File: src/sv/binomial_coefficient_unit_macros.svh
// Assertion helpers shared by the binomial coefficient unit.
// Each macro samples on clk and is disabled while arst_n is low.
`ifndef BINOMIAL_COEFFICIENT_UNIT_MACROS_SVH
`define BINOMIAL_COEFFICIENT_UNIT_MACROS_SVH

// Same-cycle implication.
`define BCU_ASSERT_IMP(lbl, ante, cons) \
	lbl: assert property (@(posedge clk) disable iff (!arst_n) (ante) |-> (cons)) \
		else $error("bcu assertion failed");

// Next-cycle implication.
`define BCU_ASSERT_NXT(lbl, ante, cons) \
	lbl: assert property (@(posedge clk) disable iff (!arst_n) (ante) |=> (cons)) \
		else $error("bcu assertion failed");

`endif

File: src/sv/bcu_pkg.sv
// ----------------------------------------------------------------------------
// bcu_pkg
// Types and constants of the binomial coefficient unit.
// ----------------------------------------------------------------------------
package bcu_pkg;

	localparam int ACC_W  = 64;
	localparam int HALF_W = 32;
	localparam int DIV_CNT_W = $clog2(ACC_W);

	typedef enum logic [1:0] {
		ST_OK       = 2'd0,
		ST_K_GT_N   = 2'd1,
		ST_OVERFLOW = 2'd2
	} status_t;

	typedef enum logic [2:0] {
		S_IDLE,
		S_MUL_LO,
		S_MUL_HI,
		S_DIV_START,
		S_DIV_WAIT,
		S_DONE
	} state_t;

	typedef struct packed {
		logic busy;
		logic done;
	} div_stat_t;

endpackage

File: src/sv/bcu_in_if.sv
// ----------------------------------------------------------------------------
// bcu_in_if
// Request channel: one item carries n and k.
// ----------------------------------------------------------------------------
interface bcu_in_if #(
	parameter int ARG_WIDTH = 8
);
	logic                 valid;
	logic                 ready;
	logic [ARG_WIDTH-1:0] n;
	logic [ARG_WIDTH-1:0] k;

	modport source (output valid, output n, output k, input ready);
	modport sink   (input valid, input n, input k, output ready);
endinterface

File: src/sv/bcu_out_if.sv
// ----------------------------------------------------------------------------
// bcu_out_if
// Response channel: one item carries the coefficient and a status code.
// ----------------------------------------------------------------------------
interface bcu_out_if;
	logic        valid;
	logic        ready;
	logic [63:0] coefficient;
	logic [1:0]  status;

	modport source (output valid, output coefficient, output status, input ready);
	modport sink   (input valid, input coefficient, input status, output ready);
endinterface

File: src/sv/bcu_div.sv
// ----------------------------------------------------------------------------
// bcu_div
// Restoring divider, one quotient bit per cycle.
// ----------------------------------------------------------------------------
module bcu_div (
	input  logic                      clk,
	input  logic                      arst_n,
	input  logic                      start,
	input  logic [bcu_pkg::ACC_W-1:0] dividend,
	input  logic [bcu_pkg::ACC_W-1:0] divisor,
	output logic [bcu_pkg::ACC_W-1:0] quotient,
	output bcu_pkg::div_stat_t        stat
);
	import bcu_pkg::*;

	logic [ACC_W-1:0]     rem_q;
	logic [ACC_W-1:0]     quo_q;
	logic [ACC_W-1:0]     den_q;
	logic [DIV_CNT_W-1:0] cnt_q;
	logic                 busy_q;
	logic                 done_q;
	logic [ACC_W:0]       rem_sh;
	logic [ACC_W:0]       diff;
	logic                 fits;

	// shift in next dividend bit, trial subtract
	assign rem_sh = {rem_q, quo_q[ACC_W-1]};
	assign diff   = rem_sh - {1'b0, den_q};
	assign fits   = !diff[ACC_W];

	always_ff @(posedge clk or negedge arst_n) begin
		if (!arst_n) begin
			busy_q <= 1'b0;
			done_q <= 1'b0;
			cnt_q  <= '0;
		end else begin
			done_q <= busy_q && (cnt_q == '0);
			if (start) begin
				busy_q <= 1'b1;
				cnt_q  <= DIV_CNT_W'(ACC_W - 1);
			end else if (busy_q) begin
				cnt_q <= cnt_q - 1'b1;
				if (cnt_q == '0) begin
					busy_q <= 1'b0;
				end
			end
		end
	end

	always_ff @(posedge clk) begin
		if (start) begin
			rem_q <= '0;
			quo_q <= dividend;
			den_q <= divisor;
		end else if (busy_q) begin
			rem_q <= fits ? diff[ACC_W-1:0] : rem_sh[ACC_W-1:0];
			quo_q <= {quo_q[ACC_W-2:0], fits};
		end
	end

	assign quotient = quo_q;
	assign stat     = '{busy: busy_q, done: done_q};

endmodule

File: src/sv/binomial_coefficient_unit.sv
// ----------------------------------------------------------------------------
// binomial_coefficient_unit
// C(n,k) by the multiplicative formula with 64-bit overflow detection.
// ----------------------------------------------------------------------------
// Usage:
//   req  (bcu_in_if.sink):    one item per question, fields n and k.
//   rsp  (bcu_out_if.source): one item per request, coefficient and status.
//   Status codes: ok, k exceeds n, intermediate product overflow; the
//   coefficient reads zero whenever status is not ok.
// Timing:
//   One item is in work at a time; req.ready is high only while idle.
//   k > n answers without multiplying or dividing. Otherwise, with m = min(k, n-k),
//   each of the m steps uses the one shared 32 x ARG_WIDTH multiplier
//   (two halves each for numerator and denominator), then a restoring
//   division runs. Any successful item has m <= 20 (21! exceeds 64
//   bits); overflow ends the item early.
// Reset: arst_n clears the sequencer and drops rsp.valid; nothing pending.
// Stall: the finished result sits in the output register; the next request
//   is accepted meanwhile, and its result waits until rsp.ready drains it.
// ----------------------------------------------------------------------------
`include "binomial_coefficient_unit_macros.svh"

module binomial_coefficient_unit #(
	parameter int ARG_WIDTH = 8
) (
	input  logic       clk,
	input  logic       arst_n,
	bcu_in_if.sink     req,
	bcu_out_if.source  rsp
);
	import bcu_pkg::*;

	localparam int PROD_W = HALF_W + ARG_WIDTH;

	state_t state_q, state_d;

	// operands and loop control
	logic [ARG_WIDTH-1:0] n_q;
	logic [ARG_WIDTH-1:0] m_q;
	logic [ARG_WIDTH-1:0] i_q;
	logic                 sel_q;     // 0: numerator step, 1: denominator step
	logic [ACC_W-1:0]     numer_q;
	logic [ACC_W-1:0]     denom_q;
	logic [PROD_W-1:0]    lo_q;

	// pending result and output register
	status_t              res_status_q;
	logic [ACC_W-1:0]     res_coef_q;
	logic                 rsp_valid_q;
	logic [ACC_W-1:0]     rsp_coef_q;
	status_t              rsp_status_q;

	// request decode
	logic                 accept;
	logic                 k_gt_n;
	logic [ARG_WIDTH-1:0] n_minus_k;
	logic [ARG_WIDTH-1:0] m_new;

	// shared multiplier
	logic [ACC_W-1:0]     acc;
	logic [ARG_WIDTH-1:0] fac;
	logic [HALF_W-1:0]    mul_a;
	logic [PROD_W-1:0]    prod;
	logic [PROD_W-1:0]    mac;
	logic                 ovf;
	logic                 last_step;

	// sequencer outputs
	logic                 req_ready;
	logic                 div_start;
	logic                 out_free;
	logic                 load_out;

	// divider
	logic [ACC_W-1:0]     quotient;
	div_stat_t            div_stat;

	assign accept    = req.valid && req_ready;
	assign k_gt_n    = req.k > req.n;
	assign n_minus_k = req.n - req.k;
	assign m_new     = (req.k < n_minus_k) ? req.k : n_minus_k;

	// Factor: n+1-i for the numerator, i for the denominator
	assign acc   = sel_q ? denom_q : numer_q;
	assign fac   = sel_q ? i_q : ARG_WIDTH'(n_q - i_q + 1'b1);
	assign mul_a = (state_q == S_MUL_HI) ? acc[ACC_W-1:HALF_W] : acc[HALF_W-1:0];
	assign prod  = PROD_W'(mul_a) * PROD_W'(fac);

	// High half product plus carry bits of the low half product
	assign mac = prod + PROD_W'(lo_q[PROD_W-1:HALF_W]);
	assign ovf = |mac[PROD_W-1:HALF_W];
	assign last_step = sel_q && (i_q == m_q);

	assign out_free = !rsp_valid_q || rsp.ready;

	// Next state
	always_comb begin
		state_d = state_q;
		case (state_q)
			S_IDLE: begin
				if (req.valid) begin
					if (k_gt_n) begin
						state_d = S_DONE;
					end else if (m_new == '0) begin
						state_d = S_DIV_START;
					end else begin
						state_d = S_MUL_LO;
					end
				end
			end
			S_MUL_LO: begin
				state_d = S_MUL_HI;
			end
			S_MUL_HI: begin
				if (ovf) begin
					state_d = S_DONE;
				end else if (last_step) begin
					state_d = S_DIV_START;
				end else begin
					state_d = S_MUL_LO;
				end
			end
			S_DIV_START: begin
				state_d = S_DIV_WAIT;
			end
			S_DIV_WAIT: begin
				if (div_stat.done) begin
					state_d = S_DONE;
				end
			end
			S_DONE: begin
				if (out_free) begin
					state_d = S_IDLE;
				end
			end
			default: begin
				state_d = S_IDLE;
			end
		endcase
	end

	// Sequencer outputs
	always_comb begin
		req_ready = 1'b0;
		div_start = 1'b0;
		load_out  = 1'b0;
		case (state_q)
			S_IDLE: begin
				req_ready = 1'b1;
			end
			S_DIV_START: begin
				div_start = 1'b1;
			end
			S_DONE: begin
				load_out = out_free;
			end
			default: begin
				req_ready = 1'b0;
			end
		endcase
	end

	always_ff @(posedge clk or negedge arst_n) begin
		if (!arst_n) begin
			state_q     <= S_IDLE;
			sel_q       <= 1'b0;
			rsp_valid_q <= 1'b0;
		end else begin
			state_q <= state_d;
			if (accept) begin
				sel_q <= 1'b0;
			end else if (state_q == S_MUL_HI) begin
				sel_q <= !sel_q;
			end
			// load a finished result, else drop it once taken
			if (load_out) begin
				rsp_valid_q <= 1'b1;
			end else if (rsp.ready) begin
				rsp_valid_q <= 1'b0;
			end
		end
	end

	always_ff @(posedge clk) begin
		if (accept) begin
			n_q          <= req.n;
			m_q          <= m_new;
			i_q          <= ARG_WIDTH'(1);
			numer_q      <= ACC_W'(1);
			denom_q      <= ACC_W'(1);
			res_status_q <= k_gt_n ? ST_K_GT_N : ST_OK;
			res_coef_q   <= '0;
		end
		if (state_q == S_MUL_LO) begin
			lo_q <= prod;
		end
		if (state_q == S_MUL_HI) begin
			if (ovf) begin
				res_status_q <= ST_OVERFLOW;
				res_coef_q   <= '0;
			end else begin
				if (sel_q) begin
					denom_q <= {mac[HALF_W-1:0], lo_q[HALF_W-1:0]};
					i_q     <= i_q + 1'b1;
				end else begin
					numer_q <= {mac[HALF_W-1:0], lo_q[HALF_W-1:0]};
				end
			end
		end
		if (state_q == S_DIV_WAIT && div_stat.done) begin
			res_coef_q <= quotient;
		end
		if (load_out) begin
			rsp_coef_q   <= res_coef_q;
			rsp_status_q <= res_status_q;
		end
	end

	bcu_div u_div (
		.clk      (clk),
		.arst_n   (arst_n),
		.start    (div_start),
		.dividend (numer_q),
		.divisor  (denom_q),
		.quotient (quotient),
		.stat     (div_stat)
	);

	assign req.ready       = req_ready;
	assign rsp.valid       = rsp_valid_q;
	assign rsp.coefficient = rsp_coef_q;
	assign rsp.status      = rsp_status_q;

	// A failed item never carries a nonzero coefficient
	`BCU_ASSERT_IMP(a_zero_on_error, rsp.valid && rsp.status != ST_OK, rsp.coefficient == '0)
	// Loop counter stays within 1..m while multiplying
	`BCU_ASSERT_IMP(a_step_range, state_q == S_MUL_LO || state_q == S_MUL_HI,
		i_q != '0 && i_q <= m_q)
	// Divider is only started when free, and only reports to the waiting state
	`BCU_ASSERT_IMP(a_div_free, div_start, !div_stat.busy)
	`BCU_ASSERT_IMP(a_div_done, div_stat.done, state_q == S_DIV_WAIT)
	// A started division keeps the divider busy on the next cycle
	`BCU_ASSERT_NXT(a_div_busy, div_start, div_stat.busy && state_q == S_DIV_WAIT)

endmodule

File: src/flat_wrapper.sv
// flat-port wrapper written by rule: the top's interface ports become plain ports
module binomial_coefficient_unit_flat import bcu_pkg::*;
#(
	parameter int ARG_WIDTH = 8
)
  (clk, arst_n, req_valid, req_n, req_k, req_ready, rsp_valid, rsp_coefficient, rsp_status, rsp_ready);
  bcu_in_if #(.ARG_WIDTH(ARG_WIDTH)) req_i ();
  bcu_out_if rsp_i ();
  input  logic clk;
  input  logic arst_n;
  input wire logic [$bits(req_i.valid)-1:0] req_valid;
  input wire logic [$bits(req_i.n)-1:0] req_n;
  input wire logic [$bits(req_i.k)-1:0] req_k;
  output wire logic [$bits(req_i.ready)-1:0] req_ready;
  output wire logic [$bits(rsp_i.valid)-1:0] rsp_valid;
  output wire logic [$bits(rsp_i.coefficient)-1:0] rsp_coefficient;
  output wire logic [$bits(rsp_i.status)-1:0] rsp_status;
  input wire logic [$bits(rsp_i.ready)-1:0] rsp_ready;
  assign req_i.valid = req_valid;
  assign req_i.n = req_n;
  assign req_i.k = req_k;
  assign req_ready = req_i.ready;
  assign rsp_valid = rsp_i.valid;
  assign rsp_coefficient = rsp_i.coefficient;
  assign rsp_status = rsp_i.status;
  assign rsp_i.ready = rsp_ready;
  binomial_coefficient_unit #(.ARG_WIDTH(ARG_WIDTH)) u_core (.clk(clk), .arst_n(arst_n), .req(req_i), .rsp(rsp_i));
endmodule
File: config.mk
export PLATFORM = sky130hd
export DESIGN_NAME = binomial_coefficient_unit_flat
export DESIGN_NICKNAME = d
export VERILOG_FILES = /design/src/sv/bcu_pkg.sv /design/src/sv/bcu_in_if.sv /design/src/sv/bcu_out_if.sv /design/src/sv/bcu_div.sv /design/src/sv/binomial_coefficient_unit.sv /design/src/flat_wrapper.sv
export VERILOG_INCLUDE_DIRS = /design/src /design/src/sv
export SDC_FILE = /design/constraint.sdc
export NUM_CORES = 2
export LEC_CHECK = 0
export BUFFER_PORTS_ARGS = -buffer_cell sky130_fd_sc_hd__buf_2
export CAP_MARGIN = 25
export CORE_AREA = 10 10 346 348
export DETAILED_ROUTE_END_ITERATION = 8
export DIE_AREA = 0 0 356 358
export PLACE_DENSITY_LB_ADDON = 0.25
export SETUP_SLACK_MARGIN = 0.2
export SYNTH_ARGS = -nofsm -noshare
export SYNTH_HDL_FRONTEND = slang
export SYNTH_SLANG_ARGS = --single-unit
File: constraint.sdc
create_clock -name clk -period 9.6 [get_ports clk]
set_input_delay 0.48 -clock clk [delete_from_list [all_inputs] [get_ports clk]]
set_output_delay 0.48 -clock clk [all_outputs]
set_load 0.005 [all_outputs]
==> metrics <==
Mapped Cells 3564; initial antenna violation count 1; routability cong. 0.861; worst skew pair latency 660 ps; fin nets 4043; reg-to-reg setup timing slack 570 ps; highest clock rate 111 MHz; Slew HR 30.4%; RSZ-0062 raised after global routing false; worst-path maximum fanout 8; M2 GR Usage about 25%; DR WL/cell 18.4 um; vias per cell 4.85; status complete, no violations; met1 Use GR between 20% and 30%; routed wire length just under 100000 um; grt ovf 0; die area 127000 um^2; DR DRC count 0; largest net degree at the start of global routing 91; nature of the critical path startpoint register; CP max-delay cell or4_4; Place WS a little over 300 ps; Slew Limit Fails 0; vias in the first global route 25000; setup slack after layout about 570 ps; Avg Cell Area, Syn 9.42 um^2; EDFF count, synth 250; Syn. warnings 0; Hold Crit Class in -> reg; critical path endpoint u_core.numer_q[9]; distinct cell type count after synthesis 89; cts bufs inserted 55; Crit. End Element register; first-pass GRT wire length 148000 um; Global Route Usage Sum 14.6%; Area Overhead vs Synth 14.8%; Main synth FF type dfxtp_1; M3 GR Usage 1.33%; delay-heaviest family, CP adder cells; Synthesized Nets approximately 4000; Worst-Margin Slew 1040 ps; clk buf depth 3; final worst path period need approximately 9000 ps; CP Buf/Inv Count 8; num rows about 120; Sink Count 529; r2r endpoint u_core.numer_q[9]; Core Region 112000 um^2; width of the die 356 um; WS Path Type reg -> reg; ys async rst share 2.46%; Reg2Reg Launch Point u_core.n_q[1]; sequential-to-total area share from yosys stat 39.2%; antenna cells 0; CP required 10180 ps; initial cell density of the core 29.9%; most common cell after layout, fill and taps aside nand2_1; Final setup viols 0; share of layout cells above drive strength 1 11.1%; die height 358 um; via count between 20000 and 30000; Critical Path AT 9610 ps; DP HPWL 72800 um; CTS tree yes; Ports 88; PortBufs 87; CTS root buffer clkbuf_16; max incr delay on CP between 500 and 600 ps; fin crit share 94.1%; MaxCap Viol Count 0; clock skew 63.4 ps; Mapped Area 33600 um^2; detailed router's first-iteration violation count 1840; Setup Total Neg Slack 0 ps; DR pass1 iterations 5; Clock Pin Slew Worst Setup and Hold Paths about 60 ps; htree depth 2; GR peak layer met2; Fin. Hold Viols 0; CP startpoint u_core.n_q[1]; most frequent cells in the layout nand2_1, inv_1, nor2_1; FF-to-FF path depth 37; Critical Path Stages 37; DRT antenna net count 0; Synth Register Bits roughly 530
## routing by layer
layer,wire length [um],vias up
li1,-,12400
met1,45600,12500
met2,46000,400
met3,3060,87
met4,1660,0
met5,0,-
## flip-flops by register name, indices dropped and copies added (netlist names), 3 cells and up
signal and cells:
u_core.denom_q 64, u_core.numer_q 64, u_core.res_coef_q 64, u_core.rsp.coefficient 64, u_core.u_div.den_q 64, u_core.u_div.quotient 64, u_core.u_div.rem_q 64, u_core.lo_q 40
u_core.i_q 8, u_core.m_q 8, u_core.n_q 8, u_core.u_div.cnt_q 6, u_core.state_q 3
## area by class of cell
type                            instances  area [um^2]
Timing Repair Buffer                  215         1620
Clock inverter                         31          349
Tap cell                             1500         1880
Clock buffer                           73         1530
Sequential cell                       529        13200
Fill cell                           11600        73800
Multi-Input combinational cell       2509        18600
Inverter                              365         1370
## cell families (layout without fill, tap and decap cells)
group	count (synthesis)	in the layout	share of synthesized area, %
buffers and inverters	527	684	6.27
and+or+nand+nor	1171	1172	15.6
xor gates and xnor gates	140	140	3.65
DFF	529	529	39.2
muxes	149	149	4.58
adders and majority gates	348	348	17.1
AOI/OAI and AO/OA	700	700	13.6
## per-stage QoR
stage	hold WS (ps)	util (%)	cell area, um^2	std cells
final	76.3	34.3	38500	5222
after global routing	58.7	34.3	38500	5222
after CTS	49.5	33.8	38000	5192
after detailed placement	401	32.1	36100	5087
after global placement	400	32.1	36100	5085
after floorplan	184	-	33600	3564
## cell usage after synthesis, drive strengths merged, types with 6 or more instances
cell | number | area share [%]
nor4 | 10 | 0.20
or3 | 18 | 0.35
xnor2 | 89 | 2.3
fa | 184 | 11
nor3 | 31 | 0.51
a31o | 36 | 0.94
nor2b | 26 | 0.48
o31ai | 8 | 0.18
dfxtp | 266 | 16
nor2 | 297 | 3.4
clkbuf | 118 | 1.3
buf | 44 | 0.87
edfxtp | 250 | 22
inv | 364 | 4.1
a22o | 65 | 1.7
a211oi | 22 | 0.54
o21ai | 186 | 2.8
a311oi | 6 | 0.18
o21a | 24 | 0.54
nand3 | 99 | 1.5
a21o | 73 | 1.6
o21bai | 16 | 0.36
nand2b | 73 | 1.4
and2 | 13 | 0.24
or2 | 16 | 0.30
o211ai | 14 | 0.31
dfrtp | 13 | 0.97
nand4 | 28 | 0.60
a21oi | 192 | 2.9
and3 | 20 | 0.37
ha | 164 | 6.1
nor3b | 6 | 0.13
mux2i | 140 | 4.2
mux2 | 6 | 0.20
a21boi | 7 | 0.16
nand2 | 520 | 5.8
xor2 | 51 | 1.3
## what timing repair did
item | 4_1_cts | 5_1_grt
endpoints found under the hold margin | 13 | 0
setup buffers | 0 | 21
endpoints found under the setup margin | 0 | 204
hold buffers | 1 | 0
resized for setup | 0 | 54
## worst min path at each step
stage          depth (start not counted)     start  slack (ps)          endpoint
3_5_place_dp                           1    arst_n         400  u_core.rsp.valid
5_1_grt                                1  req_n[4]          60     u_core.n_q[4]
2_1_floorplan                          0    arst_n         180  u_core.rsp.valid
6_report                               1  req_n[4]          80     u_core.n_q[4]
3_3_place_gp                           1    arst_n         400  u_core.rsp.valid
4_1_cts                                1  req_n[4]          50     u_core.n_q[4]
## worst register-to-register path: cells and delay by family, from the launching register on
kind	cells	cell delay (ps)
compound gates	9	2120
xor+xnor	2	240
fa+ha+maj	8	3180
buf+inv	8	860
flops	1	320
mux	1	190
simple gates	9	2140
Power is not shown: default switching activity piles up to over one toggle a cycle in this logic, so the estimate is an artifact.
